**src/sv/aiir_pkg.sv**
```systemverilog
package aiir_pkg;

    // Configuration register indexes
    typedef enum logic [2:0] {
        REG_STAGE_ENABLE = 3'd0,
        REG_HP_COEFFS    = 3'd1,
        REG_LP_NUM_LOW   = 3'd2,
        REG_LP_NUM_HIGH  = 3'd3,
        REG_LP_DEN_LOW   = 3'd4,
        REG_LP_DEN_HIGH  = 3'd5
    } cfg_idx_t;

    localparam int CFG_DATA_W = 48;

    // Coefficient selector for the shared multiplier
    typedef enum logic [3:0] {
        C_HP_G   = 4'd0,
        C_HP_FB1 = 4'd1,
        C_HP_FB2 = 4'd2,
        C_LP_A0  = 4'd3,
        C_LP_A1  = 4'd4,
        C_LP_A2  = 4'd5,
        C_LP_A3  = 4'd6,
        C_LP_A4  = 4'd7,
        C_LP_A5  = 4'd8,
        C_LP_B1  = 4'd9,
        C_LP_B2  = 4'd10,
        C_LP_B3  = 4'd11,
        C_LP_B4  = 4'd12,
        C_LP_B5  = 4'd13
    } coef_sel_t;

    typedef enum logic {
        SRC_X = 1'b0,
        SRC_Y = 1'b1
    } mul_src_t;

    typedef enum logic [2:0] {
        OP_NONE    = 3'd0,
        OP_HP_T    = 3'd1,  // t = m, y = m + hp_d0
        OP_HP_D0   = 3'd2,  // hp_d0 = -2t - m + hp_d1
        OP_HP_OUT  = 3'd3,  // hp_d1 = t - m, x = sat(1.5 y)
        OP_LP_Y    = 3'd4,  // y = m + lp ring head
        OP_ACC     = 3'd5,  // acc = m
        OP_LP_D    = 3'd6,  // push acc - m + lp ring tap 1, rotate
        OP_LP_LAST = 3'd7   // push acc - m, rotate, x = sat(y)
    } alu_op_t;

    typedef enum logic [1:0] {
        JMP_NONE  = 2'd0,
        JMP_NO_HP = 2'd1,
        JMP_NO_LP = 2'd2,
        JMP_END   = 2'd3   // hold here until the output register is free
    } jmp_t;

    localparam int STEP_W = 5;
    typedef logic [STEP_W-1:0] step_t;

    localparam step_t STEP_ENTRY   = 5'd0;
    localparam step_t STEP_LP_TEST = 5'd6;
    localparam step_t STEP_END     = 5'd19;

    typedef struct packed {
        logic      mul_en;
        mul_src_t  mul_src;
        coef_sel_t coef;
        logic      shift13;
        alu_op_t   op;
        jmp_t      jmp;
        step_t     target;
    } ucode_t;

    function automatic ucode_t uc(logic mul_en, mul_src_t src, coef_sel_t coef,
                                  logic shift13, alu_op_t op, jmp_t jmp, step_t target);
        ucode_t w;
        w.mul_en  = mul_en;
        w.mul_src = src;
        w.coef    = coef;
        w.shift13 = shift13;
        w.op      = op;
        w.jmp     = jmp;
        w.target  = target;
        return w;
    endfunction

    // Microprogram: high-pass block, then low-pass block, then output
    function automatic ucode_t ucode_rom(step_t pc);
        ucode_t w;
        case (pc)
            5'd0:  w = uc(1'b0, SRC_X, C_HP_G,   1'b0, OP_NONE,    JMP_NO_HP, STEP_LP_TEST);
            5'd1:  w = uc(1'b1, SRC_X, C_HP_G,   1'b0, OP_NONE,    JMP_NONE,  STEP_ENTRY);
            5'd2:  w = uc(1'b0, SRC_X, C_HP_G,   1'b0, OP_HP_T,    JMP_NONE,  STEP_ENTRY);
            5'd3:  w = uc(1'b1, SRC_Y, C_HP_FB1, 1'b0, OP_NONE,    JMP_NONE,  STEP_ENTRY);
            5'd4:  w = uc(1'b1, SRC_Y, C_HP_FB2, 1'b0, OP_HP_D0,   JMP_NONE,  STEP_ENTRY);
            5'd5:  w = uc(1'b0, SRC_X, C_HP_G,   1'b0, OP_HP_OUT,  JMP_NONE,  STEP_ENTRY);
            5'd6:  w = uc(1'b0, SRC_X, C_HP_G,   1'b0, OP_NONE,    JMP_NO_LP, STEP_END);
            5'd7:  w = uc(1'b1, SRC_X, C_LP_A0,  1'b1, OP_NONE,    JMP_NONE,  STEP_ENTRY);
            5'd8:  w = uc(1'b1, SRC_X, C_LP_A1,  1'b1, OP_LP_Y,    JMP_NONE,  STEP_ENTRY);
            5'd9:  w = uc(1'b1, SRC_Y, C_LP_B1,  1'b1, OP_ACC,     JMP_NONE,  STEP_ENTRY);
            5'd10: w = uc(1'b1, SRC_X, C_LP_A2,  1'b1, OP_LP_D,    JMP_NONE,  STEP_ENTRY);
            5'd11: w = uc(1'b1, SRC_Y, C_LP_B2,  1'b1, OP_ACC,     JMP_NONE,  STEP_ENTRY);
            5'd12: w = uc(1'b1, SRC_X, C_LP_A3,  1'b1, OP_LP_D,    JMP_NONE,  STEP_ENTRY);
            5'd13: w = uc(1'b1, SRC_Y, C_LP_B3,  1'b1, OP_ACC,     JMP_NONE,  STEP_ENTRY);
            5'd14: w = uc(1'b1, SRC_X, C_LP_A4,  1'b1, OP_LP_D,    JMP_NONE,  STEP_ENTRY);
            5'd15: w = uc(1'b1, SRC_Y, C_LP_B4,  1'b1, OP_ACC,     JMP_NONE,  STEP_ENTRY);
            5'd16: w = uc(1'b1, SRC_X, C_LP_A5,  1'b1, OP_LP_D,    JMP_NONE,  STEP_ENTRY);
            5'd17: w = uc(1'b1, SRC_Y, C_LP_B5,  1'b1, OP_ACC,     JMP_NONE,  STEP_ENTRY);
            5'd18: w = uc(1'b0, SRC_X, C_HP_G,   1'b1, OP_LP_LAST, JMP_NONE,  STEP_ENTRY);
            default: w = uc(1'b0, SRC_X, C_HP_G, 1'b0, OP_NONE,    JMP_END,   STEP_END);
        endcase
        return w;
    endfunction

    // Clamp a 32-bit two's complement value to signed 16 bits
    function automatic logic signed [15:0] sat16(logic signed [31:0] v);
        logic signed [15:0] r;
        if (v > 32'sd32767) begin
            r = 16'sh7FFF;
        end else if (v < -32'sd32768) begin
            r = 16'sh8000;
        end else begin
            r = v[15:0];
        end
        return r;
    endfunction

endpackage

```
**src/sv/audio_iir_hp_lp_cascade_unit.sv**
```systemverilog
// Two cascaded fixed-point IIR stages (transposed direct form II) on a stream
// of signed 16-bit audio samples: an optional second-order high-pass (Q12 gain
// and feedback, numerator 1,-2,1, 1.5x boost) followed by an optional
// fifth-order low-pass (six Q13 numerator and five Q13 feedback taps). Each
// enabled stage saturates to 16 bits; everything inside wraps at 32 bits.
// tlast passes through untouched. One sample is in flight at a time: a small
// microprogram drives a single 32x16 multiplier, one product per step. From
// the transfer of a sample, the program steps only through the enabled stages
// until the result lands in the output register; the next sample is taken in
// the cycle after that. The multiplier and its product register set the
// pace: every tap costs one step on it. The result waits in the output
// register while the next sample is already being worked on; the program
// holds on its last step if that register is still full. Configuration
// writes belong to idle time only.
module audio_iir_hp_lp_cascade_unit
    import aiir_pkg::*;
(
    input  logic                  aclk,
    input  logic                  aresetn,
    // configuration write port
    input  logic                  cfg_wr_en,
    input  logic [2:0]            cfg_addr,
    input  logic [CFG_DATA_W-1:0] cfg_wdata,
    // input samples
    input  logic                  s_tvalid,
    output logic                  s_tready,
    input  logic [15:0]           s_tdata,   // [15:0] pcm_in
    input  logic                  s_tlast,   // frame_last_in
    // filtered samples
    output logic                  m_tvalid,
    input  logic                  m_tready,
    output logic [15:0]           m_tdata,   // [15:0] pcm_out
    output logic                  m_tlast    // frame_last_out
);

    // configuration registers
    logic [1:0]  stage_en_reg;
    logic [47:0] hp_coeffs_reg;
    logic [47:0] lp_num_low_reg;
    logic [47:0] lp_num_high_reg;
    logic [47:0] lp_den_low_reg;
    logic [31:0] lp_den_high_reg;

    // sequencer
    logic  busy_reg;
    step_t pc_reg;
    step_t pc_next;
    ucode_t ucw;

    // datapath
    logic signed [15:0] x_reg;
    logic               last_reg;
    logic signed [31:0] y_reg;
    logic signed [31:0] t_reg;
    logic signed [31:0] acc_reg;
    logic signed [31:0] m_reg;
    logic signed [31:0] hp_d_reg [0:1];
    logic signed [31:0] lp_d_reg [0:4];

    // output register
    logic        m_tvalid_reg;
    logic [15:0] m_tdata_reg;
    logic        m_tlast_reg;

    logic in_xfer;
    logic out_free;
    logic at_end;
    logic load_out;

    logic signed [15:0] coef_val;
    logic signed [31:0] mul_a;
    logic signed [31:0] mul_full;
    logic signed [31:0] mul_low;
    logic signed [31:0] mul_sh;
    logic signed [31:0] boost;
    logic signed [31:0] lp_push;

    assign s_tready = !busy_reg;
    assign in_xfer  = s_tvalid && !busy_reg;
    assign out_free = !m_tvalid_reg || m_tready;
    assign ucw      = ucode_rom(pc_reg);
    assign at_end   = busy_reg && (ucw.jmp == JMP_END);
    assign load_out = at_end && out_free;

    assign m_tvalid = m_tvalid_reg;
    assign m_tdata  = m_tdata_reg;
    assign m_tlast  = m_tlast_reg;

    // coefficient select
    always_comb begin
        case (ucw.coef)
            C_HP_G:   coef_val = hp_coeffs_reg[15:0];
            C_HP_FB1: coef_val = hp_coeffs_reg[31:16];
            C_HP_FB2: coef_val = hp_coeffs_reg[47:32];
            C_LP_A0:  coef_val = lp_num_low_reg[15:0];
            C_LP_A1:  coef_val = lp_num_low_reg[31:16];
            C_LP_A2:  coef_val = lp_num_low_reg[47:32];
            C_LP_A3:  coef_val = lp_num_high_reg[15:0];
            C_LP_A4:  coef_val = lp_num_high_reg[31:16];
            C_LP_A5:  coef_val = lp_num_high_reg[47:32];
            C_LP_B1:  coef_val = lp_den_low_reg[15:0];
            C_LP_B2:  coef_val = lp_den_low_reg[31:16];
            C_LP_B3:  coef_val = lp_den_low_reg[47:32];
            C_LP_B4:  coef_val = lp_den_high_reg[15:0];
            C_LP_B5:  coef_val = lp_den_high_reg[31:16];
            default:  coef_val = '0;
        endcase
    end

    // shared multiplier: keep the low 32 bits, then arithmetic shift
    assign mul_a    = (ucw.mul_src == SRC_Y) ? y_reg : {{16{x_reg[15]}}, x_reg};
    assign mul_full = mul_a * coef_val;
    assign mul_low  = $signed(mul_full[31:0]);
    assign mul_sh   = ucw.shift13 ? (mul_low >>> 13) : (mul_low >>> 12);

    assign boost   = y_reg + (y_reg >>> 1);
    assign lp_push = (ucw.op == OP_LP_LAST) ? (acc_reg - m_reg)
                                             : (acc_reg - m_reg + lp_d_reg[1]);

    // next step: conditional jumps skip disabled stages, hold at the end until the output register is free
    always_comb begin
        pc_next = pc_reg + 5'd1;
        case (ucw.jmp)
            JMP_NO_HP: if (!stage_en_reg[0]) pc_next = ucw.target;
            JMP_NO_LP: if (!stage_en_reg[1]) pc_next = ucw.target;
            JMP_END:   pc_next = out_free ? STEP_ENTRY : pc_reg;
            default:   pc_next = pc_reg + 5'd1;
        endcase
    end

    // configuration; indexes past the list are dropped
    always_ff @(posedge aclk) begin
        if (!aresetn) begin
            stage_en_reg    <= '0;
            hp_coeffs_reg   <= '0;
            lp_num_low_reg  <= '0;
            lp_num_high_reg <= '0;
            lp_den_low_reg  <= '0;
            lp_den_high_reg <= '0;
        end else if (cfg_wr_en) begin
            case (cfg_addr)
                REG_STAGE_ENABLE: stage_en_reg    <= cfg_wdata[1:0];
                REG_HP_COEFFS:    hp_coeffs_reg   <= cfg_wdata[47:0];
                REG_LP_NUM_LOW:   lp_num_low_reg  <= cfg_wdata[47:0];
                REG_LP_NUM_HIGH:  lp_num_high_reg <= cfg_wdata[47:0];
                REG_LP_DEN_LOW:   lp_den_low_reg  <= cfg_wdata[47:0];
                REG_LP_DEN_HIGH:  lp_den_high_reg <= cfg_wdata[31:0];
                default: ;
            endcase
        end
    end

    // sequencer control
    always_ff @(posedge aclk) begin
        if (!aresetn) begin
            busy_reg <= 1'b0;
            pc_reg   <= STEP_ENTRY;
        end else if (!busy_reg) begin
            if (in_xfer) begin
                busy_reg <= 1'b1;
                pc_reg   <= STEP_ENTRY;
            end
        end else begin
            pc_reg <= pc_next;
            if (load_out) begin
                busy_reg <= 1'b0;
            end
        end
    end

    // payload registers of the datapath
    always_ff @(posedge aclk) begin
        if (in_xfer) begin
            x_reg    <= $signed(s_tdata);
            last_reg <= s_tlast;
        end
        if (busy_reg) begin
            if (ucw.mul_en) begin
                m_reg <= mul_sh;
            end
            case (ucw.op)
                OP_HP_T: begin
                    t_reg <= m_reg;
                    y_reg <= m_reg + hp_d_reg[0];
                end
                OP_HP_OUT: x_reg <= sat16(boost);
                OP_LP_Y:   y_reg <= m_reg + lp_d_reg[0];
                OP_ACC:    acc_reg <= m_reg;
                OP_LP_LAST: x_reg <= sat16(y_reg);
                default: ;
            endcase
        end
    end

    // filter state: high-pass pair and low-pass ring
    always_ff @(posedge aclk) begin
        if (!aresetn) begin
            hp_d_reg[0] <= '0;
            hp_d_reg[1] <= '0;
            for (int j = 0; j < 5; j++) begin
                lp_d_reg[j] <= '0;
            end
        end else if (busy_reg) begin
            case (ucw.op)
                OP_HP_D0:  hp_d_reg[0] <= (32'sd0 - (t_reg <<< 1)) - m_reg + hp_d_reg[1];
                OP_HP_OUT: hp_d_reg[1] <= t_reg - m_reg;
                OP_LP_D, OP_LP_LAST: begin
                    // advance the ring: tap 1 always holds the next old value
                    for (int j = 0; j < 4; j++) begin
                        lp_d_reg[j] <= lp_d_reg[j+1];
                    end
                    lp_d_reg[4] <= lp_push;
                end
                default: ;
            endcase
        end
    end

    // output register: load at the last step, drop on transfer
    always_ff @(posedge aclk) begin
        if (!aresetn) begin
            m_tvalid_reg <= 1'b0;
        end else if (load_out) begin
            m_tvalid_reg <= 1'b1;
        end else if (m_tready) begin
            m_tvalid_reg <= 1'b0;
        end
    end

    always_ff @(posedge aclk) begin
        if (load_out) begin
            m_tdata_reg <= x_reg;
            m_tlast_reg <= last_reg;
        end
    end

    // checks
    a_idle_at_entry: assert property (@(posedge aclk) disable iff (!aresetn)
        !busy_reg |-> pc_reg == STEP_ENTRY)
        else $error("sequencer idle away from entry step");

    a_pc_in_program: assert property (@(posedge aclk) disable iff (!aresetn)
        busy_reg |-> pc_reg <= STEP_END)
        else $error("step counter ran past the program");

    a_end_delivers: assert property (@(posedge aclk) disable iff (!aresetn)
        load_out |=> m_tvalid_reg && !busy_reg)
        else $error("finished sample not presented");

    a_start_on_transfer: assert property (@(posedge aclk) disable iff (!aresetn)
        in_xfer |=> busy_reg && pc_reg == STEP_ENTRY)
        else $error("sample transfer did not start the program");

endmodule
```
**config.mk**
```make
export PLATFORM = sky130hd
export DESIGN_NAME = audio_iir_hp_lp_cascade_unit
export DESIGN_NICKNAME = d
export VERILOG_FILES = /design/src/sv/aiir_pkg.sv /design/src/sv/audio_iir_hp_lp_cascade_unit.sv
export SDC_FILE = /design/constraint.sdc
export NUM_CORES = 2
export LEC_CHECK = 0
export ABC_AREA = 1
export CAP_MARGIN = 20
export CORE_MARGIN = 5
export CORE_UTILIZATION = 39
export DETAILED_ROUTE_END_ITERATION = 16
export DONT_BUFFER_PORTS = 1
export HOLD_SLACK_MARGIN = 0.05
export PLACE_DENSITY = 0.56
export REMOVE_ABC_BUFFERS = 1
export SLEW_MARGIN = 20
export SYNTH_ARGS = -nofsm -noshare
export SYNTH_HDL_FRONTEND = slang
export SYNTH_SLANG_ARGS = --single-unit
```
**constraint.sdc**
```tcl
create_clock -name aclk -period 20.5 [get_ports aclk]
set_input_delay 1.025 -clock aclk [delete_from_list [all_inputs] [get_ports aclk]]
set_output_delay 1.025 -clock aclk [all_outputs]
set_load 0.02 [all_outputs]
```
After elaboration in Yosys (flattened, before gate mapping):

Memory sizes are Yosys's and may differ from the RTL's. A register that Yosys moved wholly into a read port is not among the register bits.
Index checks and enable logic that the tools add are counted.

* memories kept: 3
* bits in read-only memories: 512
* word-level logic and storage cells: 139
* flip-flop bits (word level): 359
* bits in writable memories: 224

Memories
* (no name shown): words 32, bits a word 16, read ports 1, clocked after memory_dff 1, write ports 0, line aiir_pkg.sv:89 `case (pc)`
* lp_d_reg: words 5, bits a word 32, read ports 5, clocked after memory_dff 0, write ports 5, line audio_iir_hp_lp_cascade_unit.sv:58 `logic signed [31:0] lp_d_reg [0:4];`
* hp_d_reg: words 2, bits a word 32, read ports 2, clocked after memory_dff 0, write ports 2, line audio_iir_hp_lp_cascade_unit.sv:57 `logic signed [31:0] hp_d_reg [0:1];`

* multiplexer cells: 45
* bitwise operators: 7
* equality and inequality tests: 29
* $lt $le $gt $ge: 4
* multiply operators: 1
* $add $sub $neg: 10
* reductions and logical operators: 23

Operators by type and width (count)
* 32-bit two-way mux: 9
* 16-bit one-hot mux with 14 select lines: 1
* 16-bit two-way mux: 6
* 20-bit by 32-bit adder with 32-bit output: 2
* 32-bit adder: 2
* 32-bit by 16-bit > comparator with 1-bit output (second input constant): 2
* 32-bit by 16-bit less-than comparator with 1-bit output (second input constant): 2
* 32-bit one-hot mux with 2 select lines: 1
* 20-bit by 20-bit subtractor with 21-bit output: 2
* 5-bit two-way mux: 7
* 32-bit by 31-bit adder with 32-bit output: 1
* 32-bit by 16-bit multiplier with 32-bit output: 1
* 16-bit one-hot mux with 2 select lines: 1
* 4-bit == test (second input constant): 6
* 22-bit by 20-bit subtractor with 23-bit output: 1
* 2-bit AND reduction: 11
* 1-bit by 21-bit subtractor with 22-bit output (first input constant): 1
* 19-bit two-way mux: 1
* 3-bit == test (second input constant): 6
* 1-bit two-way mux: 18
* 4-bit by 3-bit == test with 1-bit output (second input constant): 4
* 5-bit one-hot mux with 3 select lines: 1
* 3-bit by 2-bit == test with 1-bit output (second input constant): 4
* 4-bit by 2-bit == test with 1-bit output (second input constant): 2
* other kinds (14): 27

Longest topological paths before layout:

* word-level depth: 7
* depth in mapped cells: 37
* depth with buffers taken out: 35

Worst setup path after synthesis:

No wires, ideal clock.

* path type: flip-flop to flip-flop
* from: reg, netlist name ucw[12]
* to: reg m_reg[12] (data pin)
* clock period less this slack: 6521 ps
* required time: 20246 ps
* cell stages (with the launch flop): 32
* data arrival time: 6268 ps
* setup time: 254 ps
* path slack: 13979 ps
* cells stage by stage: dfxtp_1 nor2_1 clkbuf_1 nand3_1 nand3_1 nor2_1 nand3_1 clkbuf_1 nand2_1 fa_1 inv_1 fa_1 inv_1 fa_1 inv_1 fa_1 fa_1 inv_1 fa_1 inv_1 ha_1 a21oi_1 inv_1 a31oi_1 o21ai_0 nor2_1 o21ai_1 nand2_1 nand2_1 or2_2 nand3_1 nand2_1

* longest elaborated chain between the ends: 4

RTL lines
* 4-bit == test, or another cell as far along: line audio_iir_hp_lp_cascade_unit.sv:91 `case (ucw.coef)`
* 16-bit one-hot mux with 14 select lines (*): line audio_iir_hp_lp_cascade_unit.sv:91
* 32-bit by 16-bit multiplier with 32-bit output (*): line audio_iir_hp_lp_cascade_unit.sv:112 `assign mul_full = mul_a * coef_val;`
* 19-bit two-way mux (*): line audio_iir_hp_lp_cascade_unit.sv:114 `assign mul_sh = ucw.shift13 ? (mul_low >>> 13) : (mul_low >>> 12);`
* via mul_sh[12]: line audio_iir_hp_lp_cascade_unit.sv:74 `logic signed [31:0] mul_sh;`
* to (signal assigned): line audio_iir_hp_lp_cascade_unit.sv:179 `m_reg <= mul_sh;`
* to (decl): line audio_iir_hp_lp_cascade_unit.sv:56 `logic signed [31:0] m_reg;`

The timed path passes the listed nets; every way through them passes the cells marked *.
A chain may end at the register's enable or synchronous reset.

Final worst setup path:

* from: reg, netlist name ucw[11]
* to: reg m_reg[12] (data pin)

* longest elaborated chain between the ends: 4

RTL lines (line)
* 4-bit == test, or another cell as far along: audio_iir_hp_lp_cascade_unit.sv:91
* 16-bit one-hot mux with 14 select lines (*): audio_iir_hp_lp_cascade_unit.sv:91
* 32-bit by 16-bit multiplier with 32-bit output (*): audio_iir_hp_lp_cascade_unit.sv:112
* 19-bit two-way mux (*): audio_iir_hp_lp_cascade_unit.sv:114
* via mul_sh[12]: audio_iir_hp_lp_cascade_unit.sv:74

Marked as above.

==> summary.md <==
| Metric | Value |
|---|---|
| Mapped Area | between 0.04 and 0.05 mm² |
| Pleak | around 24 nW |
| TritonRoute pass-1 iters | 6 |
| Min Tclk post-route | 8.27 ns |
| Crit-path most repeated cell | fa_1 |
| Die height | around 350 µm |
| Clk_skew | 0.0408 ns |
| Synth unique cells | 54 |
| #FFs+latches synth | 586 |
| GR Layer Usage met2 | between 30% and 40% |
| DRC errors left | 0 |
| GP Congestion | 0.955 |
| Core area | 0.117 mm² |
| Fin cells | about 7500 |
| Fin Hold WS | approximately 0.43 ns |
| P per Cell Area | 77.8 mW/mm² |
| CP top delay family | adder cells |
| Dpl cells | 7366 |
| Buffers on Ports | 0 |
| Max-slew violations | 0 |
| CTS buffer count | 72 |
| CP Capture Type | register |
| Via count | between 30000 and 40000 |
| Starting Density | between 30 and 40% |
| CP bufs+invs | 7 |
| Synth Flop Type | edfxtp_1 |
| Num ports | 92 |
| R2R Path Start | ucw[11] |
| Nets | 6604 |
| Setup CP Type | register to register |
| Mapped Cells | 5952 |
| Hpwl dp | 110000 µm |
| Yosys synthesis warning count | 0 |
| Worst-skew pair later-pin latency | 0.66 ns |
| Met3 Usage GRT | 3.70% |
| Initial antenna violation count | 5 |
| Clk pin slew, worst setup/hold paths | ~0.060 ns |
| Share of layout cells above drive strength 1 | about 4.4% |
| Die ar. | 0.125 mm² |
| Avg Cell Area, Syn | about 7.7 µm² |
| Die span in x | 353 µm |
| Final wirelength | 144000 µm |
| Setup TNS Final | 0 ns |
| Pwr Total | 3.90 mW |
| CP arrival | roughly 8.7 ns |
| Place WS | approximately 12 ns |
| Critical Path Start | ucw[11] |
| Post-CTS sizing | 0 |
| Clk sinks | 586 |
| Mean number of vias per cell | 5.17 |
| Global route overflow | 0 |
| Ys async rst share | 0% |
| Outcome | complete, no violations |
| Worst EP required | 20.91 ns |
| Peak VDD IR | approximately 64 µV |
| CP max stage cell | clkinv_1 |
| Hold path start | x_reg[14] |
| Vias in the first global route | approximately 38000 |
| GR Util met1 | 29.9% |
| CTS H-tree depth | 3 |
| Seq/Total Area, Yosys | 32.6% |
| First-pass GRT wire length | 222000 µm |
| Worst path max stage delay | 0.70 ns |
| Area growth syn-to-layout | 9.29% |
| Detailed Route Iter0 Violations | 3134 |
| HP Class | register to register |
| GRT Total Usage | a little under a quarter |
| Average wire per standard cell | 19.2 µm |
| Hold buffers post-CTS | 0 |
| Max reg flops | 160 |
| Fmax | 121 MHz |
| Largest net degree at the start of global routing | 234 |
| Slew HR | 25.0% |
| Share of the cycle needed by the critical path after routing | 40.4% |
| Setup crit start kind | register |
| Crit path setup slack, layout | 12.23 ns |
| Maximum clock insertion buffer count | 3 |
| Busiest grt layer | met2 |
| CTS tree | built |
| FF+latch area | approximately 0.015 mm² |
| Post-DRT Antenna Nets | 0 |
| Endpoints failing hold | 0 |
| Setup bufs post-CTS | 0 |
| Worst Path Max Fanout | 17 |
| Max-Cap Viols | 0 |
| Final setup violation count | 0 |
| RSZ-0062 raised after global routing | false |
| Root Buffer | clkbuf_16 |
| Worst slew pin tran | 1.12 ns |
| Row count | 125 |
| Post-synth EDFFs | 323 |
| Multi-input gate area | roughly 0.027 mm² |
| FILL cells | 11900 |
-- synthesized netlist by cell type (all sizes together), types with 5 or more instances --
library cell  number  area share [%]
a211oi             6           0.098
a21boi            14            0.23
a21o               8            0.13
a21oi            383             4.2
a31oi             29            0.40
and2               7           0.095
buf               31            0.37
clkbuf           144             1.2
clkinv            12           0.098
dfxtp            263              11
edfxtp           323              21
fa               310              14
ha               303             8.3
inv              994             8.1
mux2              31            0.76
nand2           1058             8.7
nand3            296             3.3
nand3b            19            0.31
nand4             41            0.56
nor2             991             8.2
nor3              31            0.34
nor4              12            0.16
o211ai            15            0.25
o21a              25            0.41
o21ai            442             4.8
o21bai            18            0.29
o221ai             5           0.095
o31ai              6           0.098
or2               16            0.22
xnor2             41            0.78
xor2              58             1.1
-- worst paths after layout --
path,to,slack [ns],depth (start not counted)
hold reg to reg,m_tdata[14],0.43,0
setup / recovery,m_reg[12],12.23,31
setup reg to reg,m_reg[12],12.23,31
hold / removal,m_tdata[14],0.43,0
-- kinds of logic (layout without fill, tap and decap cells) --
family	Yosys count	count (layout)	share of synthesized area [%]
multiplexers	32	32	0.783
adder cells (fa/ha/maj)	613	613	21.8
AO/OA/AOI/OAI	963	963	11.2
AND/OR/NAND/NOR	2478	2478	21.9
flip-flops	586	586	32.6
buffers and inverters	1181	1201	9.78
XOR/XNOR	99	99	1.89
other	0	1	0
-- per-layer routing --
layer / up-vias / part of all wire [%] / routed length (µm)
met5: - / 0.019 / 27
met4: 4 / 4.3 / 6120
met3: 263 / 5.9 / 8460
met2: 1063 / 46 / 66000
met1: 18500 / 44 / 63100
li1: 19000 / - / -
-- area by class of cell --
cell class | count | share of cell area [%]
multi-input combinational | 4185 | 52.9
sequential | 586 | 29.8
inverter | 1006 | 7.54
clock buffer | 92 | 3.89
tap | 1524 | 3.80
timing repair buffer | 67 | 1.05
clock inverter | 36 | 0.998
antenna | 1 | 0.00499
-- placed cells by master (no fill, tap or decap), types with 29 or more instances in the layout --
master	count
a21oi_1	383
a31oi_1	29
buf_4	65
clkbuf_16	75
dfxtp_1	263
edfxtp_1	323
fa_1	310
ha_1	303
inv_1	985
mux2_2	31
nand2_1	1052
nand3_1	293
nand4_1	41
nor2_1	974
o21ai_0	413
xnor2_1	41
xor2_1	58
-- per-stage QoR --
stage          instance area, µm²  util [%]
2_1_floorplan               45200         -
3_3_place_gp                47600      40.9
3_5_place_dp                47600      40.9
4_1_cts                     50100      43.0
5_1_grt                     50100      43.0
6_report                    50100      43.0
-- power by group --
part | total [mW] | leakage [nW] | switching [mW] | internal, mW
registers | 1.35 | 5.34 | 0.0416 | 1.31
clock network | 1.33 | 1.19 | 0.537 | 0.795
logic | 1.22 | 17.1 | 0.814 | 0.404
No activity file was read; power rests on OpenSTA's default activity.
